File: src/sv/assert_macros.svh
// ----------------------------------------------------------------------------
// assert_macros.svh
// assertion macros of the ranger rtl, used by uer_fsm
// ----------------------------------------------------------------------------
`ifndef ASSERT_MACROS_SVH
`define ASSERT_MACROS_SVH

// same-cycle implication
`define UER_ASSERT_IMP(label, clk, rst, ante, cons) \
   label: assert property (@(posedge clk) disable iff (rst) (ante) |-> (cons)) \
      else $error("uer: same-cycle check failed");

// next-cycle implication
`define UER_ASSERT_NXT(label, clk, rst, ante, cons) \
   label: assert property (@(posedge clk) disable iff (rst) (ante) |=> (cons)) \
      else $error("uer: next-cycle check failed");

`endif

File: src/sv/uer_pkg.sv
// ----------------------------------------------------------------------------
// uer_pkg
// types and constants of the ultrasonic echo ranger
// ----------------------------------------------------------------------------
`default_nettype none

package uer_pkg;

   localparam int CSR_IDX_W = 3;
   localparam int CSR_DATA_W = 24;

   localparam logic [CSR_IDX_W-1:0] REG_TRIG_WIDTH = 3'd0;
   localparam logic [CSR_IDX_W-1:0] REG_ECHO_TIMEOUT = 3'd1;
   localparam logic [CSR_IDX_W-1:0] REG_SCALE = 3'd2;
   localparam logic [CSR_IDX_W-1:0] REG_MIN_DIST = 3'd3;
   localparam logic [CSR_IDX_W-1:0] REG_MAX_DIST = 3'd4;

   localparam logic [7:0] RST_TRIG_WIDTH = 8'd12;
   localparam logic [15:0] RST_ECHO_TIMEOUT = 16'd60000;
   localparam logic [15:0] RST_SCALE = 16'd1124;
   localparam logic [23:0] RST_MIN_DIST = 24'd512;
   localparam logic [23:0] RST_MAX_DIST = 24'd102400;

   localparam logic [23:0] DIST_MAX = 24'hFFFFFF;
   localparam logic [32:0] ROUND_HALF = 33'd128;

   typedef enum logic [1:0] {
      PH_IDLE = 2'd0,
      PH_TRIG = 2'd1,
      PH_RISE = 2'd2,
      PH_MEAS = 2'd3
   } phase_type;

   typedef enum logic [1:0] {
      ST_OK = 2'd0,
      ST_NO_RISE = 2'd1,
      ST_TOO_LONG = 2'd2,
      ST_RANGE = 2'd3
   } status_type;

   typedef struct packed {
      logic [7:0] trigger_width_ticks;
      logic [15:0] echo_timeout_ticks;
      logic [15:0] scale_q16;
      logic [23:0] min_distance_q8;
      logic [23:0] max_distance_q8;
   } cfg_type;

   typedef struct packed {
      logic trigger;
      logic busy_res;
      logic done_res;
      logic measured;
      status_type status;
      logic [31:0] product;
   } mid_type;

   typedef struct packed {
      logic trigger;
      logic busy_res;
      logic done_res;
      status_type status;
      logic [23:0] distance_q8;
   } res_type;

endpackage

`default_nettype wire

File: src/sv/ultrasonic_echo_ranger.sv
// ----------------------------------------------------------------------------
// ultrasonic_echo_ranger
// path: an accepted req word reaches its rsp word through the input, mid and result registers
// throughput: one word per cycle while rsp_tready does not hold back the output
// reset: idle phase, zero tick count, registers at their defaults
// ----------------------------------------------------------------------------
`default_nettype none

module ultrasonic_echo_ranger (
   input  wire logic                            clock,
   input  wire logic                            reset,
   input  wire logic                            req_tvalid,
   output logic                                 req_tready,
   input  wire logic [7:0]                      req_tdata,  // start_req, echo
   output logic                                 rsp_tvalid,
   input  wire logic                            rsp_tready,
   output logic [31:0]                          rsp_tdata,  // trigger, busy_res, status, distance_q8
   output logic                                 rsp_tlast,  // done_res
   input  wire logic                            csr_valid,
   output logic                                 csr_ready,
   input  wire logic [uer_pkg::CSR_IDX_W-1:0]  csr_index,
   input  wire logic [uer_pkg::CSR_DATA_W-1:0] csr_data
);
   import uer_pkg::*;

   cfg_type cfg;
   mid_type mid;
   res_type res;

   logic in_v_ff, in_v_in;
   logic mid_v_ff, mid_v_in;
   logic out_v_ff, out_v_in;
   logic start_ff, echo_ff;
   logic ready_out, ready_mid;
   logic adv_in, adv_mid, adv_out;

   assign ready_out = !out_v_ff || rsp_tready;
   assign ready_mid = !mid_v_ff || ready_out;
   assign req_tready = !in_v_ff || ready_mid;
   assign adv_in = req_tvalid && req_tready;
   assign adv_mid = in_v_ff && ready_mid;
   assign adv_out = mid_v_ff && ready_out;

   assign in_v_in = adv_in ? 1'b1 : (ready_mid ? 1'b0 : in_v_ff);
   assign mid_v_in = adv_mid ? 1'b1 : (ready_out ? 1'b0 : mid_v_ff);
   assign out_v_in = adv_out ? 1'b1 : (rsp_tready ? 1'b0 : out_v_ff);

   always_ff @(posedge clock) begin
      if (reset) begin
         in_v_ff <= 1'b0;
         mid_v_ff <= 1'b0;
         out_v_ff <= 1'b0;
      end else begin
         in_v_ff <= in_v_in;
         mid_v_ff <= mid_v_in;
         out_v_ff <= out_v_in;
      end
   end

   always_ff @(posedge clock) begin
      if (adv_in) begin
         start_ff <= req_tdata[0];
         echo_ff <= req_tdata[1];
      end
   end

   uer_csr u_csr (
      .clock     (clock),
      .reset     (reset),
      .csr_valid (csr_valid),
      .csr_ready (csr_ready),
      .csr_index (csr_index),
      .csr_data  (csr_data),
      .cfg       (cfg)
   );

   uer_fsm u_fsm (
      .clock     (clock),
      .reset     (reset),
      .advance   (adv_mid),
      .start_req (start_ff),
      .echo      (echo_ff),
      .cfg       (cfg),
      .mid       (mid)
   );

   uer_range u_range (
      .clock   (clock),
      .advance (adv_out),
      .mid     (mid),
      .cfg     (cfg),
      .res     (res)
   );

   assign rsp_tvalid = out_v_ff;
   assign rsp_tlast = res.done_res;
   assign rsp_tdata = {4'd0, res.distance_q8, res.status, res.busy_res, res.trigger};

endmodule

`default_nettype wire

File: src/sv/uer_csr.sv
// ----------------------------------------------------------------------------
// uer_csr
// configuration registers of the ranger
// ----------------------------------------------------------------------------
`default_nettype none

module uer_csr (
   input  wire logic                            clock,
   input  wire logic                            reset,
   input  wire logic                            csr_valid,
   output logic                                 csr_ready,
   input  wire logic [uer_pkg::CSR_IDX_W-1:0]  csr_index,
   input  wire logic [uer_pkg::CSR_DATA_W-1:0] csr_data,
   output uer_pkg::cfg_type                     cfg
);
   import uer_pkg::*;

   cfg_type cfg_ff, cfg_in;

   assign csr_ready = 1'b1;
   assign cfg = cfg_ff;

   always_comb begin
      cfg_in = cfg_ff;
      if (csr_valid) begin
         case (csr_index)
            REG_TRIG_WIDTH: cfg_in.trigger_width_ticks = csr_data[7:0];
            REG_ECHO_TIMEOUT: cfg_in.echo_timeout_ticks = csr_data[15:0];
            REG_SCALE: cfg_in.scale_q16 = csr_data[15:0];
            REG_MIN_DIST: cfg_in.min_distance_q8 = csr_data[23:0];
            REG_MAX_DIST: cfg_in.max_distance_q8 = csr_data[23:0];
            default: cfg_in = cfg_ff;
         endcase
      end
   end

   always_ff @(posedge clock) begin
      if (reset) begin
         cfg_ff.trigger_width_ticks <= RST_TRIG_WIDTH;
         cfg_ff.echo_timeout_ticks <= RST_ECHO_TIMEOUT;
         cfg_ff.scale_q16 <= RST_SCALE;
         cfg_ff.min_distance_q8 <= RST_MIN_DIST;
         cfg_ff.max_distance_q8 <= RST_MAX_DIST;
      end else begin
         cfg_ff <= cfg_in;
      end
   end

endmodule

`default_nettype wire

File: src/sv/uer_fsm.sv
// ----------------------------------------------------------------------------
// uer_fsm
// measurement sequencer: trigger pulse, echo wait, echo timing
// ----------------------------------------------------------------------------
`default_nettype none
`include "assert_macros.svh"

module uer_fsm (
   input  wire logic             clock,
   input  wire logic             reset,
   input  wire logic             advance,
   input  wire logic             start_req,
   input  wire logic             echo,
   input  wire uer_pkg::cfg_type cfg,
   output uer_pkg::mid_type      mid
);
   import uer_pkg::*;

   phase_type phase_ff, phase_in;
   logic [15:0] count_ff, count_in;
   mid_type mid_ff, mid_in;
   logic meas_tick;
   logic [15:0] meas_count;

   assign mid = mid_ff;

   always_comb begin
      phase_in = phase_ff;
      count_in = count_ff;
      meas_tick = 1'b0;
      meas_count = count_ff;
      mid_in.trigger = 1'b0;
      mid_in.done_res = 1'b0;
      mid_in.measured = 1'b0;
      mid_in.status = ST_OK;
      mid_in.product = 32'(count_ff) * 32'(cfg.scale_q16);

      case (phase_ff)
         PH_IDLE: begin
            if (start_req) begin
               phase_in = PH_TRIG;
               count_in = 16'd1;
               mid_in.trigger = 1'b1;
            end
         end
         PH_TRIG: begin
            if (count_ff >= 16'(cfg.trigger_width_ticks)) begin
               phase_in = PH_RISE;
               count_in = '0;
            end else begin
               mid_in.trigger = 1'b1;
               count_in = count_ff + 16'd1;
            end
         end
         PH_RISE: begin
            if (echo) begin
               meas_tick = 1'b1;
               meas_count = '0;
            end else if (count_ff >= cfg.echo_timeout_ticks) begin
               phase_in = PH_IDLE;
               count_in = '0;
               mid_in.done_res = 1'b1;
               mid_in.status = ST_NO_RISE;
            end else begin
               count_in = count_ff + 16'd1;
            end
         end
         PH_MEAS: meas_tick = 1'b1;
         default: phase_in = PH_IDLE;
      endcase

      if (meas_tick) begin
         if (echo) begin
            if (meas_count >= cfg.echo_timeout_ticks) begin
               phase_in = PH_IDLE;
               count_in = '0;
               mid_in.done_res = 1'b1;
               mid_in.status = ST_TOO_LONG;
            end else begin
               phase_in = PH_MEAS;
               count_in = meas_count + 16'd1;
            end
         end else begin
            // echo fell: count_ff holds the high time
            phase_in = PH_IDLE;
            count_in = '0;
            mid_in.done_res = 1'b1;
            mid_in.measured = 1'b1;
         end
      end

      mid_in.busy_res = (phase_in != PH_IDLE);
   end

   always_ff @(posedge clock) begin
      if (reset) begin
         phase_ff <= PH_IDLE;
         count_ff <= '0;
      end else if (advance) begin
         phase_ff <= phase_in;
         count_ff <= count_in;
      end
   end

   always_ff @(posedge clock) begin
      if (advance) begin
         mid_ff <= mid_in;
      end
   end

   `UER_ASSERT_IMP(a_idle_count_zero, clock, reset, phase_ff == PH_IDLE, count_ff == 16'd0)
   `UER_ASSERT_IMP(a_done_not_busy, clock, reset, mid_in.done_res, !mid_in.busy_res)
   `UER_ASSERT_NXT(a_no_rise_from_wait, clock, reset,
      advance && mid_in.done_res && mid_in.status == ST_NO_RISE, $past(phase_ff) == PH_RISE)

endmodule

`default_nettype wire

File: src/sv/uer_range.sv
// ----------------------------------------------------------------------------
// uer_range
// rounds the scaled echo time to q8 centimetres and applies the window
// ----------------------------------------------------------------------------
`default_nettype none

module uer_range (
   input  wire logic             clock,
   input  wire logic             advance,
   input  wire uer_pkg::mid_type mid,
   input  wire uer_pkg::cfg_type cfg,
   output uer_pkg::res_type      res
);
   import uer_pkg::*;

   res_type res_ff, res_in;
   logic [32:0] rounded;
   logic [23:0] dist_q8;
   logic outside;

   assign res = res_ff;

   always_comb begin
      rounded = {1'b0, mid.product} + ROUND_HALF;
      dist_q8 = (rounded[32] != 1'b0) ? DIST_MAX : rounded[31:8];
      outside = (dist_q8 < cfg.min_distance_q8) || (dist_q8 > cfg.max_distance_q8);

      res_in.trigger = mid.trigger;
      res_in.busy_res = mid.busy_res;
      res_in.done_res = mid.done_res;
      res_in.status = mid.status;
      res_in.distance_q8 = '0;
      if (mid.measured) begin
         if (outside) begin
            res_in.status = ST_RANGE;
         end else begin
            res_in.status = ST_OK;
            res_in.distance_q8 = dist_q8;
         end
      end
   end

   always_ff @(posedge clock) begin
      if (advance) begin
         res_ff <= res_in;
      end
   end

endmodule

`default_nettype wire
File: config.mk
export PLATFORM = sky130hd
export DESIGN_NAME = ultrasonic_echo_ranger
export DESIGN_NICKNAME = d
export VERILOG_FILES = /design/src/sv/uer_pkg.sv /design/src/sv/ultrasonic_echo_ranger.sv /design/src/sv/uer_csr.sv /design/src/sv/uer_fsm.sv /design/src/sv/uer_range.sv
export VERILOG_INCLUDE_DIRS = /design/src /design/src/sv
export SDC_FILE = /design/constraint.sdc
export NUM_CORES = 1
export LEC_CHECK = 0
export BUFFER_PORTS_ARGS = -buffer_cell sky130_fd_sc_hd__buf_2
export CAP_MARGIN = 20
export CORE_MARGIN = 3
export CORE_UTILIZATION = 50
export CTS_BUF_LIST = sky130_fd_sc_hd__clkbuf_2
export DETAILED_ROUTE_END_ITERATION = 16
export PLACE_DENSITY = 0.67
export SYNTH_ARGS = -nofsm -noshare
export SYNTH_HDL_FRONTEND = slang
export SYNTH_SLANG_ARGS = --single-unit
File: constraint.sdc
create_clock -name clock -period 9 [get_ports clock]
set_clock_uncertainty 0.2 [all_clocks]
set_input_delay 0.45 -clock clock [delete_from_list [all_inputs] [get_ports clock]]
set_output_delay 0.45 -clock clock [all_outputs]
set_load 0.02 [all_outputs]
==> flow_results.xml <==
<?xml version="1.0" encoding="UTF-8"?>
<metrics>
  <group name="clock_tree">
    <metric name="cts_tree" unit="">done</metric>
    <metric name="worst_skew_pair.late_latency" unit="ns">0.79</metric>
    <metric name="path_clk_slew" unit="ns">0.26</metric>
    <metric name="cts-root-buf" unit="">sky130_fd_sc_hd__clkbuf_2</metric>
    <metric name="post_cts.repair.setup_buffers" unit="">0</metric>
    <metric name="clock-sinks" unit="">171</metric>
    <metric name="number_of_cts_inserted_buffers" unit="">17</metric>
    <metric name="ctsHtreeMaxLevel" unit="">4</metric>
    <metric name="ctsLongestPathBuffers" unit="">2</metric>
  </group>
  <group name="route">
    <metric name="dr.pass1.iters" unit="">8</metric>
    <metric name="drt-vias-per-instance" unit="">5.58</metric>
    <metric name="via_count" unit="">14500</metric>
    <metric name="drcViolationCount" unit="">0</metric>
    <metric name="drtIter0Drc" unit="">1116</metric>
    <metric name="routed_wirelength_normalized_by_instance_count" unit="microns">18.3</metric>
    <metric name="wire_length_reported_by_the_detailed_router" unit="mm">47.5</metric>
    <metric name="drtAntennaViolNets" unit="">0</metric>
  </group>
  <group name="setup_path">
    <metric name="cpPeakStageDelay" unit="ns">1.09</metric>
    <metric name="r2r_slack" unit="ns">2.00</metric>
    <metric name="worst_setup_path_startpoint" unit="">u_fsm.count_ff[8]</metric>
    <metric name="worstSetupPathType" unit="">flip-flop to flip-flop</metric>
    <metric name="crit_path_end_kind" unit="">flip-flop</metric>
    <metric name="worst-endpoint-arrival" unit="ns">7.38</metric>
    <metric name="worstSetupStartpointType" unit="">flip-flop</metric>
    <metric name="crit_end" unit="">u_fsm.mid[30]</metric>
    <metric name="reg_to_reg_startpoint" unit="">u_fsm.count_ff[8]</metric>
    <metric name="worst_path_most_repeated_cell" unit="">sky130_fd_sc_hd__fa_1</metric>
    <metric name="timing.critical_path.cells" unit="">nand2_1 -&gt; fa_1 -&gt; inv_1 -&gt; fa_1 -&gt; fa_1 -&gt; fa_1 -&gt; fa_1 -&gt; inv_1 -&gt; fa_1 -&gt; inv_1 -&gt; ha_1 -&gt; and3_1 -&gt; nand3_1 -&gt; or3_1 -&gt; o211ai_1 -&gt; a21boi_0 -&gt; xnor2_1</metric>
    <metric name="timing.reg2reg.worst_path_depth" unit="">17</metric>
    <metric name="crit_required" unit="ns">9.38</metric>
    <metric name="worst_path_max_delay_cell" unit="">sky130_fd_sc_hd__dfxtp_1</metric>
    <metric name="rr_endpoint" unit="">u_fsm.mid[30]</metric>
    <metric name="timing.critical_path.fanout_max" unit="">21</metric>
  </group>
  <group name="layout">
    <metric name="stdcell_count" unit="">2596</metric>
    <metric name="mostFrequentLayoutCells" unit="">sky130_fd_sc_hd__nand2_1 (383), sky130_fd_sc_hd__inv_1 (321), sky130_fd_sc_hd__ha_1 (195), sky130_fd_sc_hd__fa_1 (193), sky130_fd_sc_hd__a21oi_1 (141)</metric>
    <metric name="layout.cells.most_common" unit="">sky130_fd_sc_hd__nand2_1</metric>
    <metric name="multi_input_comb_area" unit="sq um">12300</metric>
    <metric name="area_growth" unit="%">7.12</metric>
    <metric name="num-nets-final" unit="">2555</metric>
    <metric name="fillers" unit="">3168</metric>
    <metric name="fin_area" unit="sq um">19200</metric>
    <metric name="final-seq-area" unit="sq um">4040</metric>
    <metric name="post_route_cells_drive_above_1_share" unit="%">6.36</metric>
    <metric name="postLayoutCoreUtil" unit="%">55.0</metric>
  </group>
  <group name="placement">
    <metric name="dpl-instance-area" unit="sq um">18500</metric>
    <metric name="detailed_place_hpwl" unit="mm">35.6</metric>
    <metric name="portBuffers" unit="">64</metric>
    <metric name="pre_cts_ws" unit="ns">2.13</metric>
    <metric name="gpl.final_weighted_congestion" unit="">0.908</metric>
    <metric name="place.detailed.instances" unit="">2523</metric>
  </group>
  <group name="pwr">
    <metric name="power_density" unit="nW/um^2">76.4</metric>
    <metric name="leakagePower" unit="uW">0.00885</metric>
    <metric name="vdd_drop_max" unit="mV">0.0752</metric>
  </group>
  <group name="outcome">
    <metric name="outcome" unit="">completed</metric>
  </group>
  <group name="timing">
    <metric name="rsz0062_at_grt" unit="">false</metric>
    <metric name="worstMarginPinSlew" unit="ns">1.08</metric>
    <metric name="layout_setup_ws" unit="ns">2.00</metric>
    <metric name="fin_tns_setup" unit="ns">0</metric>
    <metric name="final_max_slew_viol_count" unit="">0</metric>
    <metric name="final-setup-viol-count" unit="">0</metric>
    <metric name="portion_of_the_clock_cycle_consumed_by_the_worst_path_in_the_final_layout" unit="%">77.8</metric>
    <metric name="fmax" unit="MHz">143</metric>
    <metric name="timing.final.hold_violations" unit="">0</metric>
    <metric name="headroom_to_the_max_slew_limit" unit="%">27.9</metric>
    <metric name="timing.final.crit_period" unit="ns">7.00</metric>
  </group>
  <group name="synthesis">
    <metric name="synthDominantCellAreaShare" unit="%">21.6</metric>
    <metric name="synth-seq-cells" unit="">171</metric>
    <metric name="syn-instance-count" unit="">2086</metric>
    <metric name="yosysWarningCount" unit="">0</metric>
    <metric name="yosys-top-cells-area" unit="">sky130_fd_sc_hd__fa_1 (22%), sky130_fd_sc_hd__ha_1 (14%), sky130_fd_sc_hd__dfxtp_1 (12%)</metric>
    <metric name="number_of_enable_flip_flop_cells_after_synthesis" unit="">62</metric>
    <metric name="synth.yosys.seq_area_share" unit="%">22.6</metric>
    <metric name="synth.largest_area_cell" unit="">sky130_fd_sc_hd__fa_1</metric>
    <metric name="dominantRegCellSynth" unit="">sky130_fd_sc_hd__dfxtp_1</metric>
    <metric name="yosys.cell_types.count" unit="">71</metric>
    <metric name="synth_area" unit="sq um">17900</metric>
    <metric name="asr_flop_ratio_synth" unit="%">0</metric>
    <metric name="avgSynthCellArea" unit="sq um">8.58</metric>
  </group>
  <group name="grt">
    <metric name="grt_first_pass_wirelength" unit="mm">78.1</metric>
    <metric name="via_count_of_the_first_global_routing_pass" unit="">14800</metric>
    <metric name="grt_overflow" unit="">0</metric>
    <metric name="maximum_number_of_pins_on_one_net_before_global_route_repair" unit="">66</metric>
    <metric name="globalRouteTotalUtil" unit="%">25.5</metric>
    <metric name="antenna_violations_before_repair" unit="">1</metric>
  </group>
  <group name="floorplan">
    <metric name="floorplan.io_pins" unit="">76</metric>
    <metric name="floorplan.die.width" unit="microns">195</metric>
    <metric name="initial_utilization" unit="%">51.3</metric>
    <metric name="die_area" unit="sq um">38100</metric>
    <metric name="std_cell_rows" unit="">68</metric>
    <metric name="die-height" unit="microns">195</metric>
    <metric name="core-area" unit="sq um">34900</metric>
  </group>
  <group name="run">
    <metric name="drv.max_cap_violation_count" unit="">0</metric>
  </group>
  <group name="worst_hold_path">
    <metric name="hold_class" unit="">input port to flip-flop</metric>
    <metric name="min_from" unit="">csr_valid</metric>
  </group>
</metrics>
[kinds of logic after synthesis]
kind of cell             count (synthesis)  share of synthesized area [%]
other                                    2                         0.0420
XOR/XNOR                                47                           2.30
flip-flops                             171                           22.6
adder cells (fa/ha/maj)                388                           35.2
AO/OA/AOI/OAI                          313                           11.3
AND/OR/NAND/NOR                        732                           19.1
multiplexers                             7                          0.426
buffers and inverters                  426                           9.09
[stage by stage]
| step | power (uW) | hold WS [ns] |
|---|---|---|
| after floorplan | 980 | 0.200 |
| after CTS | 1470 | 0.0795 |
| final | 1460 | 0.0484 |
| after global placement | 1050 | 0.209 |
| after detailed placement | 1050 | 0.205 |
| after global routing | 1530 | 0.0659 |
[critical path, delay by kind of cell, from the launching register on]
family,cells,cell delay [ns]
DFF,1,1.09
adders and majority gates,7,3.68
buffers and inverters,3,0.18
and+or+nand+nor,4,0.82
xor gates and xnor gates,1,0.16
AOI/OAI and AO/OA,2,0.64
[synthesized netlist by cell type (all sizes together), types with 9 or more instances]
cell type and count:
o21a 11, xnor2 26, nor2b 9, edfxtp 62, nand2 383, and3 16
dfxtp 109, nor2 66, nand4 28, a211oi 13, o21ai 36, inv 321
ha 195, xor2 21, clkbuf 93, nor3 22, a21o 15, fa 193
and2 140, a21oi 142, nand3 36, buf 12, a31oi 11, o211ai 23
[final cells by class]
type / count / area share [%]
sequential: 171 / 21.1
timing repair buffer: 124 / 4.53
clock buffer: 18 / 0.470
multi-input combinational: 1492 / 63.9
tap: 455 / 2.97
antenna: 1 / 0.0131
inverter: 321 / 6.28
clock inverter: 14 / 0.737
[what timing repair did]
item / in CTS / in global routing
resized for setup: 0 / 0
hold endpoints to repair: 95 / 0
hold buffers: 39 / 0
[flip-flops by register name, indices dropped and copies added (netlist names)]
signal          count
echo_ff             1
in_v_ff             1
mid_v_ff            1
rsp_tvalid          1
start_ff            1
u_csr.cfg          88
u_fsm.count_ff     16
u_fsm.mid          31
u_fsm.phase_ff      2
u_range.res        29
[power by group]
part,leakage (uW),switching (uW),internal [uW],total (uW)
combinational,0.00723,128,72.0,200
sequential,0.00147,27.8,824,851
clock,0.000147,282,131,412
[how the worst min path moves through the flow]
stage          slack (ns)              end  depth (start not counted)
2_1_floorplan        0.20  u_range.res[26]                          0
3_3_place_gp         0.21  u_range.res[28]                          0
3_5_place_dp         0.21  u_range.res[26]                          0
4_1_cts              0.08          echo_ff                          2
5_1_grt              0.07    u_csr.cfg[50]                          6
6_report             0.05    u_csr.cfg[50]                          6
[per-layer routing]
layer	vias up	share of wire [%]	GRT usage [%]
met5	-	0	0
met4	0	2.6	6.76
met3	89	6.6	3.83
met2	475	47	42.4
met1	7077	44	35.1
li1	6835	-	-
Note: power is estimated with default switching activity, not from simulation.
